===== config.mk =====
export PLATFORM = sky130hd
export DESIGN_NAME = hcr_ctrl
export DESIGN_NICKNAME = d
export VERILOG_FILES = /design/src/rtl/hcr_pkg.sv /design/src/rtl/hcr_ctrl.sv
export SDC_FILE = /design/constraint.sdc
export NUM_CORES = 1
export LEC_CHECK = 0
export ABC_AREA = 1
export BUFFER_PORTS_ARGS = -buffer_cell sky130_fd_sc_hd__buf_2
export CELL_PAD_IN_SITES_DETAIL_PLACEMENT = 1
export CELL_PAD_IN_SITES_GLOBAL_PLACEMENT = 2
export CORE_MARGIN = 4
export CORE_UTILIZATION = 21
export DETAILED_ROUTE_END_ITERATION = 8
export GPL_ROUTABILITY_DRIVEN = 0
export PLACE_DENSITY_LB_ADDON = 0.05
export SLEW_MARGIN = 10
export SYNTH_ARGS = -nofsm -noshare
export SYNTH_HDL_FRONTEND = slang
export SYNTH_SLANG_ARGS = --single-unit
export TNS_END_PERCENT = 20

===== constraint.sdc =====
create_clock -name clk -period 2 [get_ports clk]
set_input_delay 0.1 -clock clk [delete_from_list [all_inputs] [get_ports clk]]
set_output_delay 0.1 -clock clk [all_outputs]
set_load 0.05 [all_outputs]

===== src/rtl/hcr_pkg.sv =====
// hcr_pkg: shared constants, word types, controller commands and status
// for the harris corner response block; no dependencies
`timescale 1ns / 1ps

package hcr_pkg;

    localparam int MAX_WIDTH  = 1024;
    localparam int MAX_HEIGHT = 1024;

    localparam int DIM_W    = 11;
    localparam int PIX_W    = 8;
    localparam int COORD_W  = 10;
    localparam int RESP_W   = 32;
    localparam int COL_W    = $clog2(MAX_WIDTH);
    localparam int RC_W     = $clog2(MAX_HEIGHT + 1);
    localparam int POS_W    = $clog2(MAX_WIDTH * MAX_HEIGHT + 2 * MAX_WIDTH + 3);
    localparam int ADDR_W   = COL_W + 2;
    localparam int RAM_DEPTH = 1 << ADDR_W;
    localparam int GRAD_W   = 11;
    localparam int GMEM_W   = 2 * GRAD_W;
    localparam int ACC_W    = 26;
    localparam int PROD_W   = 2 * ACC_W;
    localparam int FRAC_W   = 8;
    localparam int DIVD_W   = PROD_W + FRAC_W;
    localparam int REM_W    = ACC_W + 1;
    localparam int DCNT_W   = $clog2(DIVD_W + 1);
    localparam int WIN_N    = 9;
    localparam int IDX_W    = $clog2(WIN_N + 1);

    typedef struct packed {
        logic [PIX_W-1:0] pixel;
        logic             flush;
    } pixel_word_t;

    typedef struct packed {
        logic [RESP_W-1:0]  response;
        logic [COORD_W-1:0] row;
        logic [COORD_W-1:0] col;
        logic               frame_last;
    } result_word_t;

    typedef enum logic [0:0] {
        CFG_IMAGE_WIDTH  = 1'b0,
        CFG_IMAGE_HEIGHT = 1'b1
    } cfg_index_t;

    typedef enum logic [3:0] {
        ST_IDLE,
        ST_DECIDE,
        ST_GRAD_SCAN,
        ST_GRAD_WRITE,
        ST_RESP_SCAN,
        ST_MUL_A,
        ST_MUL_B,
        ST_CHECK,
        ST_DIV,
        ST_OUT_WAIT,
        ST_FINISH
    } state_t;

    typedef struct packed {
        logic take;
        logic decide;
        logic scan_clear;
        logic scan_run;
        logic scan_resp;
        logic grad_write;
        logic mul_a;
        logic mul_b;
        logic div_load;
        logic div_run;
        logic out_load;
        logic finish;
    } cmd_t;

    typedef struct packed {
        logic skip;
        logic grad_do;
        logic out_do;
        logic scan_done;
        logic div_done;
        logic out_free;
    } status_t;

    // window offsets, raster order over the 3x3 neighbourhood
    function automatic logic signed [1:0] win_dr(input logic [IDX_W-1:0] idx);
        logic signed [1:0] r;
        case (idx)
            4'd0, 4'd1, 4'd2: r = -2'sd1;
            4'd3, 4'd4, 4'd5: r = 2'sd0;
            default:          r = 2'sd1;
        endcase
        return r;
    endfunction

    function automatic logic signed [1:0] win_dc(input logic [IDX_W-1:0] idx);
        logic signed [1:0] c;
        case (idx)
            4'd0, 4'd3, 4'd6: c = -2'sd1;
            4'd1, 4'd4, 4'd7: c = 2'sd0;
            default:          c = 2'sd1;
        endcase
        return c;
    endfunction

    // sobel weights: gx is right minus left, gy is below minus above
    function automatic logic signed [2:0] sobel_wx(input logic [IDX_W-1:0] idx);
        logic signed [2:0] k;
        case (idx)
            4'd0, 4'd6: k = -3'sd1;
            4'd2, 4'd8: k = 3'sd1;
            4'd3:       k = -3'sd2;
            4'd5:       k = 3'sd2;
            default:    k = 3'sd0;
        endcase
        return k;
    endfunction

    function automatic logic signed [2:0] sobel_wy(input logic [IDX_W-1:0] idx);
        logic signed [2:0] k;
        case (idx)
            4'd0, 4'd2: k = -3'sd1;
            4'd6, 4'd8: k = 3'sd1;
            4'd1:       k = -3'sd2;
            4'd7:       k = 3'sd2;
            default:    k = 3'sd0;
        endcase
        return k;
    endfunction

endpackage


===== src/rtl/hcr_ctrl.sv =====
// hcr_ctrl: sequencing state machine for one word at a time
// depends on hcr_pkg
`timescale 1ns / 1ps

module hcr_ctrl
    import hcr_pkg::*;
(
    input  logic    clk,
    input  logic    rst_n,
    input  logic    pixel_valid,
    output logic    pixel_stall,
    input  status_t st,
    output cmd_t    cmd
);

    state_t state_reg, state_next;

    always_ff @(posedge clk or negedge rst_n)
    begin
        if (!rst_n)
        begin
            state_reg <= ST_IDLE;
        end
        else
        begin
            state_reg <= state_next;
        end
    end

    always_comb
    begin
        state_next = state_reg;
        case (state_reg)
            ST_IDLE:
            begin
                if (pixel_valid)
                begin
                    state_next = ST_DECIDE;
                end
            end
            ST_DECIDE:
            begin
                if (st.skip)
                begin
                    state_next = ST_IDLE;
                end
                else if (st.grad_do)
                begin
                    state_next = ST_GRAD_SCAN;
                end
                else if (st.out_do)
                begin
                    state_next = ST_RESP_SCAN;
                end
                else
                begin
                    state_next = ST_FINISH;
                end
            end
            ST_GRAD_SCAN:
            begin
                if (st.scan_done)
                begin
                    state_next = ST_GRAD_WRITE;
                end
            end
            ST_GRAD_WRITE:
            begin
                state_next = st.out_do ? ST_RESP_SCAN : ST_FINISH;
            end
            ST_RESP_SCAN:
            begin
                if (st.scan_done)
                begin
                    state_next = ST_MUL_A;
                end
            end
            ST_MUL_A:  state_next = ST_MUL_B;
            ST_MUL_B:  state_next = ST_CHECK;
            ST_CHECK:  state_next = ST_DIV;
            ST_DIV:
            begin
                if (st.div_done)
                begin
                    state_next = ST_OUT_WAIT;
                end
            end
            ST_OUT_WAIT:
            begin
                if (st.out_free)
                begin
                    state_next = ST_FINISH;
                end
            end
            ST_FINISH: state_next = ST_IDLE;
            default:   state_next = ST_IDLE;
        endcase
    end

    always_comb
    begin
        cmd         = '0;
        pixel_stall = (state_reg != ST_IDLE);
        case (state_reg)
            ST_IDLE:       cmd.take = pixel_valid;
            ST_DECIDE:
            begin
                cmd.decide     = 1'b1;
                cmd.scan_clear = 1'b1;
            end
            ST_GRAD_SCAN:  cmd.scan_run = 1'b1;
            ST_GRAD_WRITE:
            begin
                cmd.grad_write = 1'b1;
                cmd.scan_clear = 1'b1;
            end
            ST_RESP_SCAN:
            begin
                cmd.scan_run  = 1'b1;
                cmd.scan_resp = 1'b1;
            end
            ST_MUL_A:      cmd.mul_a = 1'b1;
            ST_MUL_B:      cmd.mul_b = 1'b1;
            ST_CHECK:      cmd.div_load = 1'b1;
            ST_DIV:        cmd.div_run = 1'b1;
            ST_OUT_WAIT:   cmd.out_load = st.out_free;
            ST_FINISH:     cmd.finish = 1'b1;
            default:       cmd = '0;
        endcase
    end

endmodule


# Word level (Yosys, flattened, before mapping)
# Cells that the tools add are included.
# word_totals
reg_bits,4
inputBits,9
output_inout_bits,13
elab_cells,42
# op_classes
n_eq_ne,15
mux,21
reduce_logical,5
# ops
op,count
$pmux 4 s10,1
$mux 4,8
$eq 4x3->1 const B,4
$eq 4x4->1 const B,3
$mux 1,12
$ne 2x2->1 const B,5
$eq 4x2->1 const B,2
$reduce_and 5->1,1
$eq 4x1->1 const B,1
$logic_not 4->1,1
$reduce_bool 4->1,1
$reduce_or 2->1,2

# Depth between registers and ports, before layout
# Gate-level depths: netlist (run 1).
# logic_depth
depth_word,4
depth_mapped,9
mapped_depth_nobuf,9

# Worst setup path after synthesis (run 1)
# OpenSTA, ideal clock, no wires.
# synth_path
path_kind,reg-to-output
from,reg state_reg[2]
to,out cmd[11] (netlist name)
arrival_time_ns,1.732
required_time_ns,1.900
slack_ns,0.168
path_stages_with_launch,4
n_path_buf,0
path_cell_list,dfrtp_1 -> nor2_4 -> nand2_1 -> nor2_1
# synth_rtl
element,line_no,rtl
start: declaration,hcr_ctrl.sv:16,"state_t state_reg, state_next;"
start signal: assignment,hcr_ctrl.sv:26,state_reg <= state_next;
end: declaration,hcr_ctrl.sv:13,output cmd_t cmd

==> impl_metrics.tcl, run 1 <==
set metrics [dict create \
    status "finished clean" \
    crit_required_ns 1.90 \
    clock.fmax_mhz 659.2 \
    firstDrtPassIters 3 \
    fin_worst_skew_ns 0.003886 \
    critical_path_arrival_ns 1.42 \
    setup_viol 0 \
    leakage_nw 0.3636 \
    yosysSeqAreaShare 0.2381 \
    antenna_cells 0 \
    gr-max-usage-layer "met2" \
    rrSetupSlack_ns 0.76 \
    via_count 523 \
    drt_iter0_drc 5 \
    dieHeight_um 52.74 \
    root_buffer "clkbuf_4" \
    synth_most_common_cell "nand2_1" \
    area_growth_pct 40.18 \
    hold_path_class "in2reg" \
    io_pins 22 \
    grt_pass1_wl_um 2318 \
    grt.overflow.total 0 \
    yosysTopAreaCell "dfrtp_1" \
    timing.final.max_slew_violations 0 \
    final.setup.tns_ns 0 \
    synth_ff_type "dfrtp_1" \
    crit_chain "nor2_2, nand2_1, nor2_1, buf_2" \
    cts_buffers 3 \
    drtAntennaViolNets 0 \
    cpLargestDelayFamily "flip-flops" \
    fin_hold_ws_ns 0.1248 \
    grtUsageMet3 0.01709 \
    start_util 0.2333 \
    ctsResizeCount 0 \
    cts_tree "yes" \
    cts_max_level 1 \
    clock_path_buffers 2 \
    setup.worst_path.start "state_reg[2]" \
    vias_per_cell 4.218 \
    hpwl_um 1127 \
    hold_end "state_reg[2]" \
    ff_latch_area_um2 100.1 \
    power_density_nw_per_um2 2073 \
    drv_cap 0 \
    die_width_um 52.74 \
    critPathBufInv 1 \
    grt_setup_unrepaired "false" \
    worst_pin_slew_ns 0.2549 \
    hp-start "st[3]" \
    relSlewSlack 0.8301 \
    cts.sink_count 4 \
    rr_worst_depth 6 \
    port_buffers 21 \
    drc_errors 0 \
    synth_cells 74 \
    cp_slowest_stage_delay_ns 0.45 \
    grt_max_degree 8 \
    largest_register_ffs 4 \
    synth_common_cells "17 x nand2_1, 14 x nor2_1, 12 x inv_1" \
    synth_edf_count 0 \
    fill_cells 261 \
    hold_depth 3 \
    yosysWarnings 0 \
    multiInputGateArea_um2 252.7 \
    synth-seq-cells 4 \
    clk_latency_ns 0.24 \
    synth_nets 83 \
    fin_area_um2 589.3 \
    timing.rr.start "state_reg[2]" \
    clkSlewWorstSetupHoldPaths_ns 0.04 \
    antenna_found_initial 0 \
    routed_wl_um 1379 \
    synth.top_cell.area_share 0.2381 \
    crit_path_start_kind "flop" \
    dpl_cell_area_um2 556.8 \
    finalHoldViolCount 0 \
    drive_above_1_share 0.3535 \
    fp.coreArea_um2 1802 \
    grtUsageTotal 0.1145 \
    grt_use_met2 0.1818 \
    path_class "reg2out" \
    period_minus_slack_ns 1.517 \
    irDropWorstVdd_v 0.0005403 \
    synthDistinctLibCells 16 \
    period_share 0.7585 \
    grt_pass1_vias 562 \
    row_count 15 \
    dieArea_um2 2782 \
    routedWlPerCell_um 11.12 \
    regToRegEndpoint "state_reg[0]" \
    syn_area_um2 420.4 \
    avgSynthCellArea_um2 5.681 \
    crit_fanout 5 \
    cts_setup_buffers 0 \
    cp_slowest_cell "dfrtp_1" \
    synth.top_cells.by_area "dfrtp_1 24%, nand2_1 15%, nor2_1 13%" \
    p_total_mw 1.222 \
    synthArstFlopShare 1.000 \
    final_util 0.3271 \
    end_kind "output pin" \
    nets 110 \
    use_met1 0.1404 \
]
cell families after synthesis:
| logic type | count (synthesis) | synth area share |
|---|---|---|
| buf+inv | 18 | 0.1607 |
| simple gates | 48 | 0.5387 |
| compound gates | 4 | 0.06249 |
| flops | 4 | 0.2381 |
metal layers:
layer  wire [um]  part of all wire
met1         668              0.48
met2         679              0.49
met3          20             0.015
met4          10            0.0073
met5           0                 0
worst max path at each step:
stage               endpoint  cells past startpoint
floorplan            cmd[11]                      3
global placement     cmd[10]                      4
detailed placement    cmd[1]                      4
CTS                   cmd[1]                      4
global route          cmd[8]                      5
finish                cmd[1]                      4
where the power goes:
group	total, mW	internal [mW]	leakage [nW]	switching [mW]
registers	0.183	0.123	0.0513	0.0607
logic	0.935	0.227	0.298	0.708
clock network	0.103	0.0673	0.0138	0.0361
worst reg2reg max path, delay by kind of cell (launching register included):
| kind | cells | cell delay [ns] |
|---|---|---|
| AND/OR/NAND/NOR | 6 | 0.68 |
| flip-flops | 1 | 0.45 |
cells in the final DEF (no fill, tap or decap):
cell type	n
nand3_1	9
clkinv_1	2
inv_1	12
dlygate4sd3_1	1
nand2_4	1
nand4_1	1
clkbuf_4	3
buf_2	21
nor2_2	3
dfrtp_1	4
nor2_1	14
o21ai_0	1
nand2_2	1
nor2_4	2
o21a_1	1
inv_2	4
a21oi_1	1
nand2_1	17
o221ai_1	1
layout make-up:
class / count / share of cell area
well taps: 25 / 0.05308
repair buffers: 22 / 0.1953
flip-flops and latches: 4 / 0.1699
inverters: 18 / 0.1146
clock buffers: 3 / 0.03822
multi-input cells: 52 / 0.4289
per-stage QoR:
step | std cells | setup WS [ns]
2_1_floorplan | 74 | 0.1682
3_3_place_gp | 120 | 0.7354
3_5_place_dp | 120 | 0.7287
4_1_cts | 124 | 0.4642
5_1_grt | 124 | 0.3655
6_report | 124 | 0.4830
what timing repair did:
action	CTS	global route
hold buffers	1	0
endpoints found under the setup margin	0	0
hold endpoints to repair	4	0
Note: power is estimated with default switching activity, not from simulation.
==> inputs of run 2 (changes only) <==
- CORE_UTILIZATION: 21 -> 19
- clock period: 2 -> 1.5 ns (I/O delays scaled with it)
==> run 2 against run 1 <==
  * Count of clock-buffer cells in the layout stayed put
  * Non-clock buffer count grew 2
  * Routed wire length is 1.8% lower
  * Clock skew about the same
==> impl_metrics.tcl, run 2 (synthesis gave the netlist of run 1 again) <==
set metrics [dict create \
    status "finished clean" \
    seqPwrFrac 0.149 \
    setup_slack_ns 0.07168 \
    hpwl_um 1125 \
    crit_fanout 7 \
    largest_register_ffs 4 \
    end_kind "output pin" \
    clkSlewWorstSetupHoldPaths_ns 0.04 \
    fin_worst_skew_ns 0.003997 \
    grt_pass1_vias 517 \
    finalHoldViolCount 0 \
    drive_above_1_share 0.4059 \
    dieArea_um2 3029 \
    worst_pin_slew_ns 0.2523 \
    grt.overflow.total 0 \
    comb_power_share 0.777 \
    p_sw_mw 1.103 \
    fp.coreArea_um2 2022 \
    critical_path_arrival_ns 1.35 \
    clock_path_buffers 2 \
    final.setup.tns_ns 0 \
    grt_pass1_wl_um 2208 \
    start_util 0.2079 \
    timing.final.max_slew_violations 0 \
    crit_required_ns 1.42 \
    drc_errors 0 \
    cts_max_level 1 \
    period_share 0.9522 \
    cts_buffers 3 \
    area_growth_pct 52.08 \
    die_width_um 55.04 \
    switching_share 0.6294 \
    row_count 16 \
    io_pins 22 \
    mostFrequentLayoutCells "17 x nand2_1, 15 x buf_2, 12 x inv_1, 12 x nor2_1, 9 x nand3_1" \
    regToRegEndpoint "state_reg[1]" \
    cts.sink_count 4 \
    hold_end "state_reg[2]" \
    port_buffers 21 \
    period_minus_slack_ns 1.428 \
    firstDrtPassIters 4 \
    dp_slack_ns 0.2362 \
    setup_viol 0 \
    clkPwrFrac 0.074 \
    dieHeight_um 55.04 \
    final_common_cell "nand2_1" \
    leakage_nw 0.3691 \
    rrSetupSlack_ns 0.21 \
    routedWlPerCell_um 10.58 \
    drt_iter0_drc 7 \
    hold_path_class "in2reg" \
    drtAntennaViolNets 0 \
    grt_max_degree 8 \
    antenna_found_initial 0 \
    antenna_cells 0 \
    cts_tree "yes" \
    hold_depth 3 \
    routed_wl_um 1354 \
    irDropWorstVdd_v 0.001268 \
    grtUsageTotal 0.1019 \
    p_int_mw 0.6493 \
    relSlewSlack 0.8329 \
    hp-start "st[3]" \
    drv_cap 0 \
    clk_latency_ns 0.23 \
    rr_worst_depth 8 \
    fin_area_um2 639.4 \
    vias_per_cell 4.078 \
    root_buffer "clkbuf_4" \
    power_density_nw_per_um2 2740 \
    fin_hold_ws_ns 0.1154 \
    clock.fmax_mhz 700.1 \
    nets 112 \
    dpl_cell_area_um2 561.8 \
    via_count 522 \
    path_class "reg2out" \
    timing.rr.start "state_reg[2]" \
    crit_path_start_kind "flop" \
]
## run 2: cell types whose count changed in the layout (fill, tap and decap cells not counted)
cell | previous run | this run
dfrtp_1 | 4 | 2
buf_2 | 21 | 15
nor2_4 | 2 | 4
clkbuf_4 | 3 | 7
o21ai_0 | 1 | 0
o21ai_1 | 0 | 1
nor2_1 | 14 | 12
buf_4 | 0 | 4
dfrtp_2 | 0 | 2
## run 2: how the worst max path moves through the flow
| stage | startpoint | endpoint | slack [ns] | cells after the start |
|---|---|---|---|---|
| final | state_reg[2] | cmd[11] | 0.07 | 4 |
| after global routing | state_reg[2] | cmd[11] | -0.007 | 4 |
| after CTS | state_reg[1] | cmd[8] | 0.004 | 5 |
| after detailed placement | state_reg[2] | state_reg[1] | 0.24 | 7 |
| after global placement | state_reg[1] | state_reg[0] | 0.21 | 7 |
| after floorplan | state_reg[2] | state_reg[2] | -0.13 | 5 |
## run 2: per-stage QoR
stage                     total power, mW  std cells    util
final                               1.752        128  0.3162
after global placement              1.530        122  0.2778
after global routing                1.918        128  0.3162
after detailed placement            1.523        122  0.2778
after CTS                           1.682        126  0.2976
after floorplan                     1.229         74       -
## run 2: per-layer routing
metal,share of wire,track usage
met1,0.48,0.1355
met2,0.47,0.1654
met3,0.055,0
met4,0,0.06073
met5,0,0
## run 2: critical path, stage by stage (launching register included)
cell and delay (ns):
dfrtp_2 0.45, nor2_4 0.23, nand2_1 0.11, nor2_2 0.08, buf_2 0.26
## run 2: timing repair
| item | 4_1_cts | 5_1_grt |
|---|---|---|
| cloned | 0 | 0 |
| pin swaps | 1 | 1 |
| setup buffers | 0 | 2 |
| gates resized for setup | 2 | 10 |
| hold buffers | 1 | 0 |
| setup endpoints to repair | 1 | 7 |
| hold endpoints to repair | 4 | 0 |
## run 2: area by class of cell
| cell class | instances | area (um^2) |
|---|---|---|
| clock buffer | 3 | 22.52 |
| tap | 27 | 33.78 |
| sequential | 4 | 102.6 |
| fill | 283 | 1383 |
| multi-input combinational | 52 | 267.8 |
| inverter | 18 | 67.56 |
| timing repair buffer | 24 | 145.1 |
## run 2: power by group through the flow
| stage | clock network [mW] | registers, mW | logic [mW] |
|---|---|---|---|
| 2_1_floorplan | 0 | 0.232 | 0.997 |
| 3_3_place_gp | 0 | 0.249 | 1.28 |
| 3_5_place_dp | 0 | 0.249 | 1.27 |
| 4_1_cts | 0.136 | 0.252 | 1.29 |
| 5_1_grt | 0.138 | 0.276 | 1.50 |
| 6_report | 0.130 | 0.262 | 1.36 |
==> inputs of run 3 (changes only) <==
- RECOVER_POWER: default -> 50
==> run 3 against run 2 <==
  * Die area unchanged
  * Register-to-register slack about the same
  * Count of clock-buffer cells in the layout unchanged
  * Flip-flop and latch count stayed put
  * Largest power group unchanged
  * Via count is the same
  * Final area fell by 0.20%
  * First-iteration DRC count did not move
  * Worst hold slack is the same
  * Maximum frequency unchanged
  * Routed wire length fell by 0.15%
  * Clock skew unchanged
  * Sequential share of layout area hardly changed
  * Critical endpoint unchanged
==> impl_metrics.tcl, run 3 (synthesis gave the netlist of run 1 again) <==
set metrics [dict create \
    clock.fmax_mhz 700.1 \
    dieArea_um2 3029 \
    drive_above_1_share 0.3960 \
    routed_wl_um 1352 \
    leakage_nw 0.3664 \
    crit_fanout 7 \
    grt_max_degree 8 \
    cts_buffers 3 \
    area_growth_pct 51.79 \
    end_kind "output pin" \
    crit_path_start_kind "flop" \
    power_density_nw_per_um2 2745 \
    p_sw_mw 1.103 \
    clk_latency_ns 0.23 \
    fp.coreArea_um2 2022 \
    critPathBufInv 1 \
    dp_slack_ns 0.2362 \
    via_count 522 \
    cts_max_level 1 \
    status "finished clean" \
    p_total_mw 1.752 \
    mostFrequentLayoutCells "17 x nand2_1, 14 x buf_2, 12 x inv_1, 12 x nor2_1, 9 x nand3_1" \
    io_pins 22 \
    p_int_mw 0.6489 \
    worst_pin_slew_ns 0.2523 \
    row_count 16 \
    switching_share 0.6296 \
    final_util 0.3156 \
    fin_worst_skew_ns 0.003997 \
    firstDrtPassIters 4 \
    period_share 0.9522 \
    cp_slowest_cell "dfrtp_2" \
    setup_slack_ns 0.07168 \
    nets 112 \
    finalHoldViolCount 0 \
    multiInputGateArea_um2 267.8 \
    port_buffers 21 \
    ff_latch_area_um2 102.6 \
    cp_slowest_stage_delay_ns 0.45 \
    final_common_cell "nand2_1" \
    seqPwrFrac 0.149 \
    routedWlPerCell_um 10.56 \
    start_util 0.2079 \
    vias_per_cell 4.078 \
    die_width_um 55.04 \
    irDropWorstVdd_v 0.001268 \
    crit_required_ns 1.42 \
    drv_cap 0 \
    dieHeight_um 55.04 \
    fill_cells 283 \
    cpLargestDelayFamily "flip-flops" \
    hold_path_class "in2reg" \
    largest_register_ffs 4 \
    clkSlewWorstSetupHoldPaths_ns 0.04 \
    grt_pass1_vias 517 \
    critical_path_arrival_ns 1.35 \
    drc_errors 0 \
    antenna_cells 0 \
    fin_hold_ws_ns 0.1154 \
    grtUsageTotal 0.1019 \
    path_class "reg2out" \
    hpwl_um 1125 \
    grt_pass1_wl_um 2208 \
    clkPwrFrac 0.074 \
    drtAntennaViolNets 0 \
    timing.final.max_slew_violations 0 \
    grt.overflow.total 0 \
    relSlewSlack 0.8329 \
    setup_viol 0 \
    period_minus_slack_ns 1.428 \
    antenna_found_initial 0 \
    comb_power_share 0.777 \
    cts_tree "yes" \
    drt_iter0_drc 7 \
    final.setup.tns_ns 0 \
    cts.sink_count 4 \
    crit_chain "nor2_4, nand2_1, nor2_2, buf_2" \
    root_buffer "clkbuf_4" \
    clock_path_buffers 2 \
]
==> run 3: cell types whose count changed in the layout (fill, tap and decap cells not counted), sizes merged <==
| cell | before | now |
|---|---|---|
| clkbuf | 7 | 8 |
| buf | 19 | 18 |
==> run 3: metrics by stage <==
stage               instances  instance area (um^2)
finish                    128                 638.1
global route              128                 638.1
CTS                       126                 601.8
detailed placement        122                 561.8
global placement          122                 561.8
floorplan                  74                 422.9
==> run 3: final timing paths <==
| check | from | endpoint | slack [ns] | depth (start not counted) |
|---|---|---|---|---|
| max in group asynchronous | rst_n | state_reg[1] | 1.11 | 2 |
| hold reg to reg | state_reg[3] | state_reg[1] | 0.71 | 3 |
| setup / recovery | state_reg[2] | cmd[11] | 0.07 | 4 |
| setup reg to reg | state_reg[2] | state_reg[1] | 0.21 | 8 |
| min in group asynchronous | rst_n | state_reg[3] | 0.19 | 2 |
| hold / removal | st[3] | state_reg[2] | 0.12 | 3 |
==> run 3: routing by layer <==
layer / routed length (um) / global-route usage / vias to the layer above
li1: - / - / 281
met1: 643 / 0.1355 / 227
met2: 634 / 0.1654 / 14
met3: 74 / 0 / 0
met4: 0 / 0.06073 / 0
met5: 0 / 0 / -
==> run 3: area by class of cell <==
class                           instances  area share
Multi-Input combinational cell         52      0.4196
Sequential cell                         4      0.1608
Inverter                               18      0.1059
Clock buffer                            3     0.03529
Tap cell                               27     0.05294
Timing Repair Buffer                   24      0.2255
==> run 3: power groups by stage <==
stage          clock network (mW)  logic, mW  registers (mW)
6_report                    0.130       1.36           0.262
5_1_grt                     0.138       1.50           0.276
4_1_cts                     0.136       1.29           0.252
3_5_place_dp                    0       1.27           0.249
3_3_place_gp                    0       1.28           0.249
2_1_floorplan                   0      0.997           0.232
==> run 3: timing repair <==
item	4_1_cts	5_1_grt
resized for setup	2	10
endpoints found under the setup margin	1	7
hold buffers	1	0
hold endpoints to repair	4	0
buffers inserted	0	2
pin swaps	1	1
==> run 3: worst min-delay path, stage by stage <==
cell,delay (ns)
buf_2,0.11
nand2_1,0.05
o221ai_1,0.07
